==> src/rtl/vpae_ram.sv <==
// ----------------------------------------------------------------------------
// vpae_ram
// generic single write port ram with registered read
// ----------------------------------------------------------------------------
`timescale 1ns / 1ps

module vpae_ram #(
    parameter int WIDTH = 8,
    parameter int DEPTH = 64
) (
    input  logic                                     i_clk,
    input  logic                                     i_we,
    input  logic [((DEPTH > 1) ? $clog2(DEPTH) : 1)-1:0] i_waddr,
    input  logic [WIDTH-1:0]                         i_wdata,
    input  logic                                     i_re,
    input  logic [((DEPTH > 1) ? $clog2(DEPTH) : 1)-1:0] i_raddr,
    output logic [WIDTH-1:0]                         o_rdata
);

    logic [WIDTH-1:0] r_mem [DEPTH];
    logic [WIDTH-1:0] r_rdata;

    always_ff @(posedge i_clk) begin
        if (i_we) begin
            r_mem[i_waddr] <= i_wdata;
        end
        if (i_re) begin
            r_rdata <= r_mem[i_raddr];
        end
    end

    assign o_rdata = r_rdata;

endmodule

==> config.mk <==
export PLATFORM = sky130hd
export DESIGN_NAME = vpae_ram
export DESIGN_NICKNAME = d
export VERILOG_FILES = /design/src/rtl/vpae_ram.sv
export SDC_FILE = /design/constraint.sdc
export NUM_CORES = 1
export LEC_CHECK = 0
export BUFFER_PORTS_ARGS = -buffer_cell sky130_fd_sc_hd__buf_2
export CAP_MARGIN = 40
export CORE_MARGIN = 2
export CORE_UTILIZATION = 67
export CTS_CLUSTER_DIAMETER = 80
export DETAILED_ROUTE_END_ITERATION = 10
export MAX_ROUTING_LAYER = met4
export PLACE_DENSITY = 0.85
export SYNTH_ARGS = -nofsm -noshare
export SYNTH_HDL_FRONTEND = slang
export SYNTH_SLANG_ARGS = --single-unit
export TNS_END_PERCENT = 20
==> constraint.sdc <==
create_clock -name i_clk -period 3.6 [get_ports i_clk]
set_clock_uncertainty 0.15 [all_clocks]
set_input_delay 0.18 -clock i_clk [delete_from_list [all_inputs] [get_ports i_clk]]
set_output_delay 0.18 -clock i_clk [all_outputs]
set_load 0.02 [all_outputs]
Word level (Yosys, flattened, before mapping)
Memory sizes are Yosys's and may differ from the RTL's. A register that Yosys moved wholly into a read port is not among the register bits.
Cells that the tools add are included.
- multiplexer cells: 2
- operator list (kind ; number):
    $mux W1 ; 2
- flip-flop bits (word level): 0
- bits in writable memories: 512
- input bits: 23
- output and inout bits: 8
- word-level logic and storage cells: 3
- memories: 1
- memories (name ; words ; width ; rd ports ; clocked after memory_dff ; write ports ; RTL line ; RTL):
    r_mem ; 64 ; 8 ; 1 ; 1 ; 1 ; 20 ; logic [WIDTH-1:0] r_mem [DEPTH];

Longest topological paths before layout
- depth after elaboration: 2
- mapped depth: 9
- mapped depth without buffers: 5

Worst setup path after synthesis
No wires, ideal clock.
- path type: input to register
- start: input i_raddr[1] in the netlist's numbering
- end: register r_rdata[3] (netlist: o_rdata[3]), read port of r_mem, data pin
- library setup time: 266 ps
- arrival: 1720 ps
- required time: 3184 ps
- path slack: 1464 ps
- cell stages on the path: 7
- buffers on the path: 3
- path through: buf_4 -> buf_2 -> buf_2 -> mux4_2 -> mux4_2 -> o21ai_1 -> o41ai_1
- RTL lines (what ; RTL line ; RTL):
    start, declared ; 16 ; input logic [((DEPTH > 1) ? $clog2(DEPTH) : 1)-1:0] i_raddr,
    end, declared ; 21 ; logic [WIDTH-1:0] r_rdata;

Worst setup path in the final report
- start: input i_waddr[2] in the netlist's numbering
- end: memory r_mem[61][4], enable pin
- RTL lines (what ; RTL line ; RTL):
    start, declared ; 13 ; input logic [((DEPTH > 1) ? $clog2(DEPTH) : 1)-1:0] i_waddr,
    end, declared ; 20 ;
No word-level cell before the write port.

==> key figures <==
Clocking
  – Num CTS Buffers: 48
  – Clock Tree Buf Depth: 3
  – Latest clock arrival within the worst-skew pair: 560 ps
  – Root Buffer: clkbuf_16
  – TritonCTS clock tree: built
  – Post-CTS Setup Bufs: 0
  – CTS sink cnt: 520
  – Max H-tree Level: 2
  – Reg clk slew, reported paths: approximately 60 ps

Worst hold path
  – Worst Min Path Start: i_wdata[7]
  – Hold Crit Depth: 1
  – Worst Hold Endpoint: r_mem[32][7]
  – Min-delay worst type: input port to flip-flop

Floorplan
  – Initial Util: 0.6813
  – Die height: approximately 180 um
  – Total core area: a little under 0.03 mm^2
  – Die footprint: between 0.03 and 0.04 mm^2
  – Die Width: ~180 um
  – FP Rows: 63
  – I/O Pins: 31

Place
  – DP HPWL: about 27000 um
  – Quantity of I/O buffers inserted on ports: 30
  – Dpl cells: ~1.3k
  – DP Area: 0.02095 mm^2
  – Post-Place Worst Slack: approximately 700 ps
  – GPL Wtd Cong: 0.8777

Worst setup path
  – Reg2reg path depth: 5
  – Worst Path Arrival: ~2600 ps
  – R2R Path Start: r_mem[25][6]
  – Worst Setup End Kind: flip-flop
  – Crit Path Max Fanout: 10
  – Worst Path Class, Setup: input port to flip-flop
  – CP Data Required Time: about 3600 ps
  – Flop2flop setup slack: about 1100 ps
  – Nature of the critical path startpoint: input port
  – RR Endpoint: o_rdata[6]

Timing
  – Fmax: around 380 MHz
  – Max Transition Viols Final: 0
  – Worst Slack Setup Final: 983.2 ps
  – Final setup viols: 0
  – Final period utilization: 0.7269
  – Final hold vios: 0
  – Hold_ws: roughly 42 ps
  – RSZ-0062 raised after global routing: false
  – Slew HR: 0.3844
  – Worst-margin pin slew: about 900 ps
  – Post-layout min period: about 2600 ps
  – Setup TNS: 0 ps

Power and ir drop
  – Leakage power total: a little over 7 nW
  – VDD IR max: slightly below 400 uV
  – Power Dens Cells: about 540 mW/mm^2
  – Tot Pwr: around 12 mW

Final layout
  – Share of cells above drive strength 1: 0.2514
  – Layout Nets: 1032
  – Filler cells: between 1k and 1.5k
  – Design area: between 0.02 and 0.025 mm^2
  – Area grow syn2layout: 11.11%
  – Fin util: 0.7570
  – Non-Filler Instances: 1438

Logic synthesis
  – Yosys warns: 0
  – Async SR Flop Fraction: 0
  – Post-Syn Instances: 940
  – Main synth FF type: edfxtp_1
  – Cell area after synthesis: ~0.020 mm^2
  – Syn_nets: roughly 960
  – Post-synthesis cell type count: 39
  – Average cell area after synthesis: roughly 22 um^2
  – Synthesis-stage register bit count: 520
  – EDFF count, synth: 520
  – Register area share after synthesis: 0.7712

Detailed routing
  – Drt total wl: around 47000 um
  – Routed WL per cell: ~33 um
  – Number of remaining DRC errors: 0
  – Routed Antenna Nets: 0
  – Number of DRC markers in iteration 0: about 1.9k
  – 1st-pass router iterations: 5
  – Vias per inst: 7.245
  – Routed vias: about 10k

Global route
  – GRT overflow: 0
  – Largest net degree at the start of global routing: 53
  – Initial antenna violation count: 2
  – First-pass GRT wire length: 69480 um
  – GRT Overall Usage: 0.3210
  – Vias in the first global route: ~10k

Job
  – Max Cap Viol: 0

Outcome
  – Status: finished clean
[registers in the layout (all words and copies together), names as in the netlist]
| register | flops |
|---|---|
| r_mem | 512 |
| o_rdata | 8 |
[cell families (layout without fill, tap and decap cells)]
kind of cell	Yosys count	after routing	synth area share
simple gates	153	153	0.03374
compound gates	54	54	0.02064
mux	162	162	0.1588
flops	520	520	0.7712
other cells	0	2	0
buf+inv	51	157	0.01563
[critical path, cell delays in order]
cell           delay (ps)
dlygate4sd3_1         530
buf_2                 240
nor2b_1               280
nand3_1               540
nor2_1                850
[report_power, final]
part | leakage (nW) | switching [mW] | internal [mW] | total, mW
clock | 0.710 | 2.13 | 2.64 | 4.76
sequential | 4.69 | 0.0202 | 6.71 | 6.73
combinational | 1.65 | 0.404 | 0.249 | 0.653
[layout by cell type, fill, tap and decap left out, types with 4 or more instances in the layout]
cell | synthesis | routed
edfxtp_1 | 520 | 520
mux4_2 | 126 | 126
nor2_1 | 83 | 83
clkbuf_16 | 0 | 49
buf_2 | 11 | 27
mux2i_1 | 23 | 23
buf_4 | 13 | 21
nand2_1 | 19 | 19
nor2b_1 | 14 | 14
mux2_2 | 13 | 13
nand3_1 | 13 | 13
clkbuf_1 | 17 | 13
clkinv_1 | 0 | 12
clkinv_2 | 0 | 10
dlygate4sd3_1 | 0 | 10
buf_12 | 2 | 10
o221ai_1 | 8 | 8
o22ai_1 | 8 | 8
nand2b_1 | 7 | 7
nor3_1 | 7 | 7
a221oi_1 | 6 | 6
a211oi_1 | 4 | 4
[worst max path at each step]
stage | cells past startpoint | endpoint | from
2_1_floorplan | 7 | o_rdata[3] | i_raddr[1]
3_3_place_gp | 6 | o_rdata[7] | i_raddr[0]
3_5_place_dp | 6 | o_rdata[7] | i_raddr[0]
4_1_cts | 5 | r_mem[21][4] | i_waddr[2]
5_1_grt | 5 | r_mem[29][2] | i_waddr[2]
6_report | 5 | r_mem[61][4] | i_waddr[2]
[layer usage]
| metal | global-route usage | wire, um | up-vias |
|---|---|---|---|
| met4 | 0.1212 | 2092 | 0 |
| met5 | - | 0 | - |
| met3 | 0.05763 | 4988 | 170 |
| met2 | 0.4952 | 22990 | 868 |
| li1 | - | - | 4072 |
| met1 | 0.4398 | 16700 | 5309 |
[Yosys cell counts, drive strengths merged, types with 3 or more instances]
cell type,instances,area share
nor3,7,0.0017
o22ai,8,0.0025
mux2i,23,0.011
nor2,83,0.015
edfxtp,520,0.77
nand2b,7,0.0022
mux4,126,0.14
o2bb2ai,3,0.0013
mux2,13,0.0072
buf,34,0.012
a221oi,6,0.0026
a22oi,3,0.0011
o21ai,4,0.00099
o2111ai,3,0.0013
nor2b,14,0.0043
nand2,19,0.0035
nand3b,3,0.0011
clkbuf,17,0.0032
o221ai,8,0.0035
a21oi,3,0.00074
a211oi,4,0.0015
nand3,13,0.0032
[cell type report]
cell class / count / area [um^2] / area share
Timing Repair Buffer: 70 / 634.4 / 0.02820
Clock buffer: 62 / 1275 / 0.05667
Multi-Input combinational cell: 369 / 4315 / 0.1918
Clock inverter: 25 / 163.9 / 0.007286
Sequential cell: 520 / 15620 / 0.6941
Tap cell: 390 / 488.0 / 0.02169
Antenna cell: 2 / 5.005 / 0.0002225
[timing repair]
item / CTS / global route
setup endpoints to repair: 0 / 0
resized for setup: 0 / 0
hold buffers: 10 / 0
endpoints found under the hold margin: 92 / 0
Power figures use the tool's default switching activity.
