### config.mk
export PLATFORM = sky130hd
export DESIGN_NAME = vpae_regs
export DESIGN_NICKNAME = d
export VERILOG_FILES = /design/src/rtl/vpae_pkg.sv /design/src/rtl/vpae_regs.sv
export SDC_FILE = /design/constraint.sdc
export NUM_CORES = 1
export LEC_CHECK = 0
export BUFFER_PORTS_ARGS = -buffer_cell sky130_fd_sc_hd__buf_4
export CAP_MARGIN = 20
export CORE_MARGIN = 4
export CORE_UTILIZATION = 50
export DETAILED_ROUTE_END_ITERATION = 8
export GPL_TIMING_DRIVEN = 0
export HOLD_SLACK_MARGIN = 0.03
export PLACE_DENSITY = 0.74
export SLEW_MARGIN = 20
export SYNTH_ARGS = -nofsm -noshare
export SYNTH_HDL_FRONTEND = slang
export SYNTH_SLANG_ARGS = --single-unit
### constraint.sdc
create_clock -name i_clk -period 5.5 [get_ports i_clk]
set_input_delay 1.1 -clock i_clk [delete_from_list [all_inputs] [get_ports i_clk]]
set_output_delay 1.1 -clock i_clk [all_outputs]
set_load 0.02 [all_outputs]
### src/rtl/vpae_pkg.sv
// ----------------------------------------------------------------------------
// vpae_pkg
// types, constants and codes of the video port access engine
// ----------------------------------------------------------------------------
`timescale 1ns / 1ps

package vpae_pkg;

    localparam int VIDEO_RAM_BYTES = 65536;
    localparam int SCROLL_ENTRIES  = 40;
    localparam int MODE_REG_COUNT  = 24;

    localparam int CRAM_DEPTH = 64;
    localparam int VRAM_PAIRS = VIDEO_RAM_BYTES / 2;
    localparam int VRAM_AW    = $clog2(VIDEO_RAM_BYTES) - 1;
    localparam int SCR_AW     = (SCROLL_ENTRIES > 1) ? $clog2(SCROLL_ENTRIES) : 1;

    localparam logic [6:0] SCROLL_LIMIT = 7'(SCROLL_ENTRIES);
    localparam bit         HAS_INC      = (MODE_REG_COUNT > 15);
    localparam logic [4:0] INC_REG      = 5'd15;

    localparam logic [1:0]  MODE_WR_TAG = 2'b10;
    localparam logic [15:0] CRAM_MASK   = 16'h0EEE;
    localparam logic [15:0] SRAM_MASK   = 16'h07FF;

    localparam logic [3:0] CODE_VRAM_WR = 4'h1;
    localparam logic [3:0] CODE_CRAM_WR = 4'h3;
    localparam logic [3:0] CODE_SRAM_WR = 4'h5;
    localparam logic [3:0] CODE_VRAM_RD = 4'h0;
    localparam logic [3:0] CODE_CRAM_RD = 4'h8;
    localparam logic [3:0] CODE_SRAM_RD = 4'h4;

    typedef enum logic [1:0] {
        FUNC_CTRL_WR   = 2'd0,
        FUNC_DATA_WR   = 2'd1,
        FUNC_DATA_RD   = 2'd2,
        FUNC_STATUS_RD = 2'd3
    } t_func;

    typedef enum logic [1:0] {
        SRC_ZERO = 2'd0,
        SRC_VRAM = 2'd1,
        SRC_CRAM = 2'd2,
        SRC_SRAM = 2'd3
    } t_src;

    typedef struct packed {
        logic               vram_we;
        logic               cram_we;
        logic               sram_we;
        logic               refill;
        t_src               src;
        logic               result;
        logic               status;
        logic [VRAM_AW-1:0] vram_addr;
        logic [5:0]         idx;
        logic [15:0]        wdata;
    } t_mem_req;

endpackage

### src/rtl/vpae_regs.sv
// ----------------------------------------------------------------------------
// vpae_regs
// access address, access code, second word latch and increment register;
// decodes one port access into a memory request
// ----------------------------------------------------------------------------
`timescale 1ns / 1ps

module vpae_regs (
    input  logic               i_clk,
    input  logic               i_rst_n,
    input  logic               i_fire,
    input  logic [1:0]         i_func,
    input  logic [15:0]        i_word,
    output vpae_pkg::t_mem_req o_req
);

    logic [15:0] r_addr, n_addr;
    logic [5:0]  r_code, n_code;
    logic        r_pending, n_pending;
    logic [7:0]  r_inc, n_inc;

    logic [15:0] w_next_addr;
    logic [5:0]  w_idx;
    logic        w_scroll_ok;
    logic [15:0] w_swapped;
    vpae_pkg::t_mem_req w_req;

    assign w_next_addr = r_addr + {8'd0, r_inc};
    assign w_idx       = r_addr[6:1];
    assign w_scroll_ok = ({1'b0, w_idx} < vpae_pkg::SCROLL_LIMIT);
    assign w_swapped   = r_addr[0] ? {i_word[7:0], i_word[15:8]} : i_word;

    always_comb begin
        n_addr    = r_addr;
        n_code    = r_code;
        n_pending = r_pending;
        n_inc     = r_inc;

        w_req           = '0;
        w_req.src       = vpae_pkg::SRC_ZERO;
        w_req.vram_addr = r_addr[vpae_pkg::VRAM_AW:1];
        w_req.idx       = w_idx;
        w_req.wdata     = w_swapped;

        unique case (vpae_pkg::t_func'(i_func))
            vpae_pkg::FUNC_CTRL_WR: begin
                if (!r_pending) begin
                    if (i_word[15:14] == vpae_pkg::MODE_WR_TAG) begin
                        if (vpae_pkg::HAS_INC && i_word[12:8] == vpae_pkg::INC_REG) begin
                            n_inc = i_word[7:0];
                        end
                    end else begin
                        n_code[1:0]  = i_word[15:14];
                        n_addr[13:0] = i_word[13:0];
                        n_pending    = 1'b1;
                    end
                end else begin
                    n_code[5:2]   = i_word[7:4];
                    n_addr[15:14] = i_word[1:0];
                    n_pending     = 1'b0;
                end
            end
            vpae_pkg::FUNC_DATA_WR: begin
                n_pending = 1'b0;
                unique case (r_code[3:0])
                    vpae_pkg::CODE_VRAM_WR: begin
                        w_req.vram_we = 1'b1;
                        n_addr        = w_next_addr;
                    end
                    vpae_pkg::CODE_CRAM_WR: begin
                        w_req.cram_we = 1'b1;
                        w_req.wdata   = i_word & vpae_pkg::CRAM_MASK;
                        n_addr        = w_next_addr;
                    end
                    vpae_pkg::CODE_SRAM_WR: begin
                        w_req.sram_we = w_scroll_ok;
                        w_req.wdata   = i_word & vpae_pkg::SRAM_MASK;
                        n_addr        = w_next_addr;
                    end
                    default: begin
                    end
                endcase
            end
            vpae_pkg::FUNC_DATA_RD: begin
                n_pending    = 1'b0;
                w_req.refill = 1'b1;
                w_req.result = 1'b1;
                unique case (r_code[3:0])
                    vpae_pkg::CODE_VRAM_RD: begin
                        w_req.src = vpae_pkg::SRC_VRAM;
                        n_addr    = w_next_addr;
                    end
                    vpae_pkg::CODE_CRAM_RD: begin
                        w_req.src = vpae_pkg::SRC_CRAM;
                        n_addr    = w_next_addr;
                    end
                    vpae_pkg::CODE_SRAM_RD: begin
                        w_req.src = w_scroll_ok ? vpae_pkg::SRC_SRAM : vpae_pkg::SRC_ZERO;
                        n_addr    = w_next_addr;
                    end
                    default: begin
                    end
                endcase
            end
            vpae_pkg::FUNC_STATUS_RD: begin
                n_pending    = 1'b0;
                w_req.result = 1'b1;
                w_req.status = 1'b1;
            end
            default: begin
            end
        endcase
    end

    always_ff @(posedge i_clk) begin
        if (!i_rst_n) begin
            r_addr    <= '0;
            r_code    <= '0;
            r_pending <= 1'b0;
            r_inc     <= '0;
        end else if (i_fire) begin
            r_addr    <= n_addr;
            r_code    <= n_code;
            r_pending <= n_pending;
            r_inc     <= n_inc;
        end
    end

    assign o_req = w_req;

endmodule

# [Word-level counts from Yosys, hierarchy flattened]
# Cells that the tools add are included.
[totals] regBits=29 latchBits=0 mem_bits_rw=0 rom_bits=0 input_bits=21 output_inout_bits=45 wordCells=58 n_memories=0
[op_classes] add_sub_neg=1 n_mul=0 div_mod_pow=0 order_cmp=1 n_eq_ne=15 n_shift=0 mux=21 n_bitwise=2 reduce_logical=12
[ops] op="two-way mux 16 bit" n=4
[ops] op="one-hot mux 16 bit (3 select lines)" n=1
[ops] op="one-hot mux 16 bit (2 select lines)" n=1
[ops] op="two-way mux 14 bit" n=2
[ops] op="adder 16 x 8 -> 16 bit" n=1
[ops] op="inequality test 2 bit (second input constant)" n=5
[ops] op="AND reduction 5 bit" n=2
[ops] op="OR reduction 3 bit" n=3
[ops] op="equality test 4 x 3 -> 1 bit (second input constant)" n=2
[ops] op="two-way mux 1 bit" n=7
[ops] op="equality test 2 bit (second input constant)" n=3
[ops] op="< comparator 6 bit (second input constant)" n=1
[ops] op="two-way mux 3 bit" n=2
[ops] op="one-hot mux 2 bit (3 select lines)" n=1
[ops] op="AND reduction 6 bit" n=1
[ops] op="equality test 5 x 4 -> 1 bit (second input constant)" n=1
[ops] op="equality test 4 x 1 -> 1 bit (second input constant)" n=1
[ops] op="equality test 4 x 2 -> 1 bit (second input constant)" n=1
[ops] op="equality test 4 bit (second input constant)" n=1
[ops] op="zero test 4 bit" n=1
[ops] op="two-way mux 2 bit" n=2
[ops] op="AND reduction 4 bit" n=1
[ops] op="AND reduction 3 bit" n=1
[ops] op="nonzero test 3 bit" n=1
[ops] op="other kinds (5)" n=6

# [Logic depth before layout (Yosys ltp)]
[logic_depth] word_depth=4 mapped_depth=8 depth_no_buf=7

# [Least setup slack after synthesis]
# No wires, ideal clock.
[synth_timing] path_kind="input to output" start="in i_func[1]" end="out o_req[11] (netlist bit)" t_arrival_ns=2.655 required_ns=4.400 setup_slack_ns=1.745 path_stages=6 cell_sequence="inv_1 > ha_1 > nand2_1 > nor4_1 > o21bai_1 > a22o_1"
[synth_lines] element="start, declared" line="vpae_regs.sv:12" rtl="input logic [1:0] i_func,"
[synth_lines] element="end, declared" line="vpae_regs.sv:14" rtl="output vpae_pkg::t_mem_req o_req"

==> reports/qor.txt <==
Top-level I/O count - 66
GR Util All Layers - 0.234
Hold WC Path Type - flop to flop
Placed cell area - 0.00293 mm2
Final instance area - 0.00303 mm2
Simple-gate share of the synthesized area - 0.217
Final-report max-slew violation count - 0
Tmin final - 4.12 ns
Iter 0 DRT Violations - 134
Input/output buffers - 65
Status - finished, final reports clean
Synth Area in XOR/XNOR - 0.0258
Int Pwr - 0.477 mW
Via Count - 2466
Setup TNS - 0 ns
Clk sinks - 29
Synth warn - 0
Met2 Use GR - 0.371
Antenna Nets Post-Route - 0
Register area share after synthesis - 0.244
Power per cell area - 239 mW/mm2
DP Wirelength - 5.32 mm
Sw power - 0.249 mW
Num CTS Buffers - 5
Largest family of logic cells by synthesized area - compound AO/OA/AOI/OAI gates
Commonest non-fill, non-tap cells in the layout - buf_4, nand2_1, dfxtp_1
Initial antenna violation count - 0
Fin Clk Skew - 0.00763 ns
Post-Synth Adder-Cell Area - 0.0769
Hold violation count in the final report - 0
Initial Util - 0.531
Clock share of power - 0.296
Mean post-synth cell area - 7.89 um2
Cts repair resizes - 0
Drt via density - 5.80
Unique masters post-synth - 58
Mapped Cells - 301
Critical Path RT - 4.40 ns
Post-CTS setup buffers - 0
Clock transition at path regs - 0.07 ns
Leakage - 1.45 nW
Most used cell, CP - buf_4
Die Area - 0.00592 mm2
Die W - 76.9 um
Fmax - 0.243 GHz
Grt peak-use layer - met2
Dpl ws - 1.40 ns
Post-Syn Area - 0.00237 mm2
CP max-delay cell - nor3_2
H-tree depth reported by CTS - 2
First-pass GRT wire length - 11.2 mm
GR Layer Usage met3 - 0.0468
Diodes inserted - 0
Cell Rows - 24
# hold bufs at CTS - 0
Gate power share - 0.374
Synth Net Count - 336
Total grt overflow - 0
Synthesized flop and latch total - 29
Worst-Margin Slew - 0.848 ns
Clock Latency Late Sink - 0.29 ns
Flop pwr share - 0.330
Kind of critical path - primary input to output pin
Worst path top cell family by delay - simple AND/OR/NAND/NOR gates
Final wirelength - 6.83 mm
Number of flops mapped to enable cells by yosys - 0
Final nets - 408
Final setup viols - 0
CP Max Fanout - 10
Mux share of post-synthesis cell area - 0.0885
CP Cell Sequence - buf_4 > inv_1 > ha_1 > nand2_1 > nor3_2 > nor2b_1 > clkbuf_1 > a22o_1 > buf_4
Final period util - 0.749
Area added between synthesis and finish - 27.7%
CP Buf/Inv Count - 4
Crit path largest cell delay - 0.41 ns
Share of synthesized registers carrying an async set or reset - 0
Worst vdd ir - 0.156 mV
Max-Cap Viols - 0
FILL cells - 385
Largest net degree at the start of global routing - 11
CP Capture Type - output pin
Root Buffer - clkbuf_8
Placer Congestion - 0.877
RSZ-0062 raised after global routing - false
Met1 GRT Util - 0.304
Clock Path Buffers - 2
Vias in the first global route - 2374
Layout cells sized above 1 - 0.292
Core Area - 0.00447 mm2
Avg WL per Cell - 16.1 um
Number of iterations in the first detailed-routing pass - 5
Worst slew margin - 0.430
Drt drc - 0
Die Height - 76.9 um
CP arrival - 3.02 ns
Post-synthesis compound-gate area fraction - 0.236
Most common cell after layout, fill and taps aside - buf_4
Startpoint class of the critical path - primary input
Sw Ratio - 0.343
Main synth FF type - dfxtp_1
Setup WS post-layout - 1.38 ns
CTS tree - yes
==> per-layer routing <==
| metal | wire length [um] | up-vias |
|---|---|---|
| li1 | - | 1210 |
| met1 | 3020 | 1118 |
| met2 | 3050 | 124 |
| met3 | 612 | 14 |
| met4 | 142 | 0 |
| met5 | 0 | - |
==> logic make-up (layout without fill, tap and decap cells) <==
logic type               Yosys count  count (layout)
AND/OR/NAND/NOR                  103             103
AO/OA/AOI/OAI                     81              81
buffers and inverters             46             118
flip-flops                        29              29
multiplexers                      21              21
adder cells (fa/ha/maj)           14              14
XOR/XNOR                           7               7
==> power by group through the flow <==
stage               clock [mW]  sequential, mW  combinational [mW]
floorplan                    0           0.239               0.174
global placement             0           0.244               0.267
detailed placement           0           0.244               0.270
CTS                      0.219           0.240               0.271
global route             0.230           0.242               0.293
finish                   0.215           0.240               0.271
==> flip-flops by register name, indices dropped and copies added (netlist names) <==
| signal | count |
|---|---|
| r_addr | 16 |
| r_code | 4 |
| r_inc | 8 |
| r_pending | 1 |
==> synth_stat cells, types with 2 or more instances <==
library cell  number  area share
a211oi_1           6       0.019
a21boi_0           2      0.0063
a21o_1             5       0.016
a21oi_1           16       0.034
a22o_1             4       0.015
a31oi_1            5       0.013
and3_1             2      0.0053
buf_2              5       0.011
buf_4             21       0.066
clkbuf_1           8       0.013
dfxtp_1           29        0.24
ha_1              13       0.068
inv_1             11       0.017
mux2i_1           21       0.089
nand2_1           43       0.068
nand2b_1           4       0.011
nand3_1            6       0.013
nand4_1            2      0.0053
nor2_1            21       0.033
nor2b_1            4       0.011
nor3_1             4      0.0084
nor3_2             2      0.0084
nor3b_1            2      0.0063
nor4_1             2      0.0053
o2111ai_1          3       0.011
o211ai_1           2      0.0063
o21a_1             4       0.013
o21ai_0           10       0.021
o21ai_1            4      0.0084
o22ai_1            3      0.0079
o31a_1             3       0.011
o32ai_1            2      0.0074
or2_2              2      0.0053
xnor2_1            4       0.015
xor2_1             3       0.011
==> layout make-up <==
cell class / count / area, um2 / area share
multi-input combinational: 226 / 1530 / 0.504
inverter: 11 / 41.3 / 0.0136
timing repair buffer: 65 / 488 / 0.161
clock inverter: 2 / 35.0 / 0.0116
sequential: 29 / 581 / 0.191
buffer: 35 / 224 / 0.0739
tap: 52 / 65.1 / 0.0215
clock buffer: 5 / 68.8 / 0.0227
==> final timing paths <==
check                                            start                 endpoint  slack (ns)  cells past startpoint
worst max-delay path                         i_func[1]                o_req[11]        1.38                      9
worst min-delay path            r_addr[2]$_SDFFE_PN0P_   r_addr[2]$_SDFFE_PN0P_        0.50                      2
worst max register to register  r_addr[0]$_SDFFE_PN0P_  r_addr[10]$_SDFFE_PN0P_        3.24                      7
worst min register to register  r_addr[2]$_SDFFE_PN0P_   r_addr[2]$_SDFFE_PN0P_        0.50                      2
==> tightest hold or removal path, cell delays in order (launching register included) <==
cell and delay [ns]:
dfxtp_1 0.34, nand2_1 0.06, a21oi_1 0.05
==> per-stage QoR <==
stage / power, mW / hold WS (ns) / cells / util
after floorplan: 0.413 / 0.463 / 301 / -
after global placement: 0.511 / 0.479 / 418 / 0.654
after detailed placement: 0.514 / 0.490 / 418 / 0.654
after CTS: 0.730 / 0.505 / 425 / 0.678
after global routing: 0.766 / 0.542 / 425 / 0.678
final: 0.726 / 0.501 / 425 / 0.678
(Power assumes the default switching activity.)
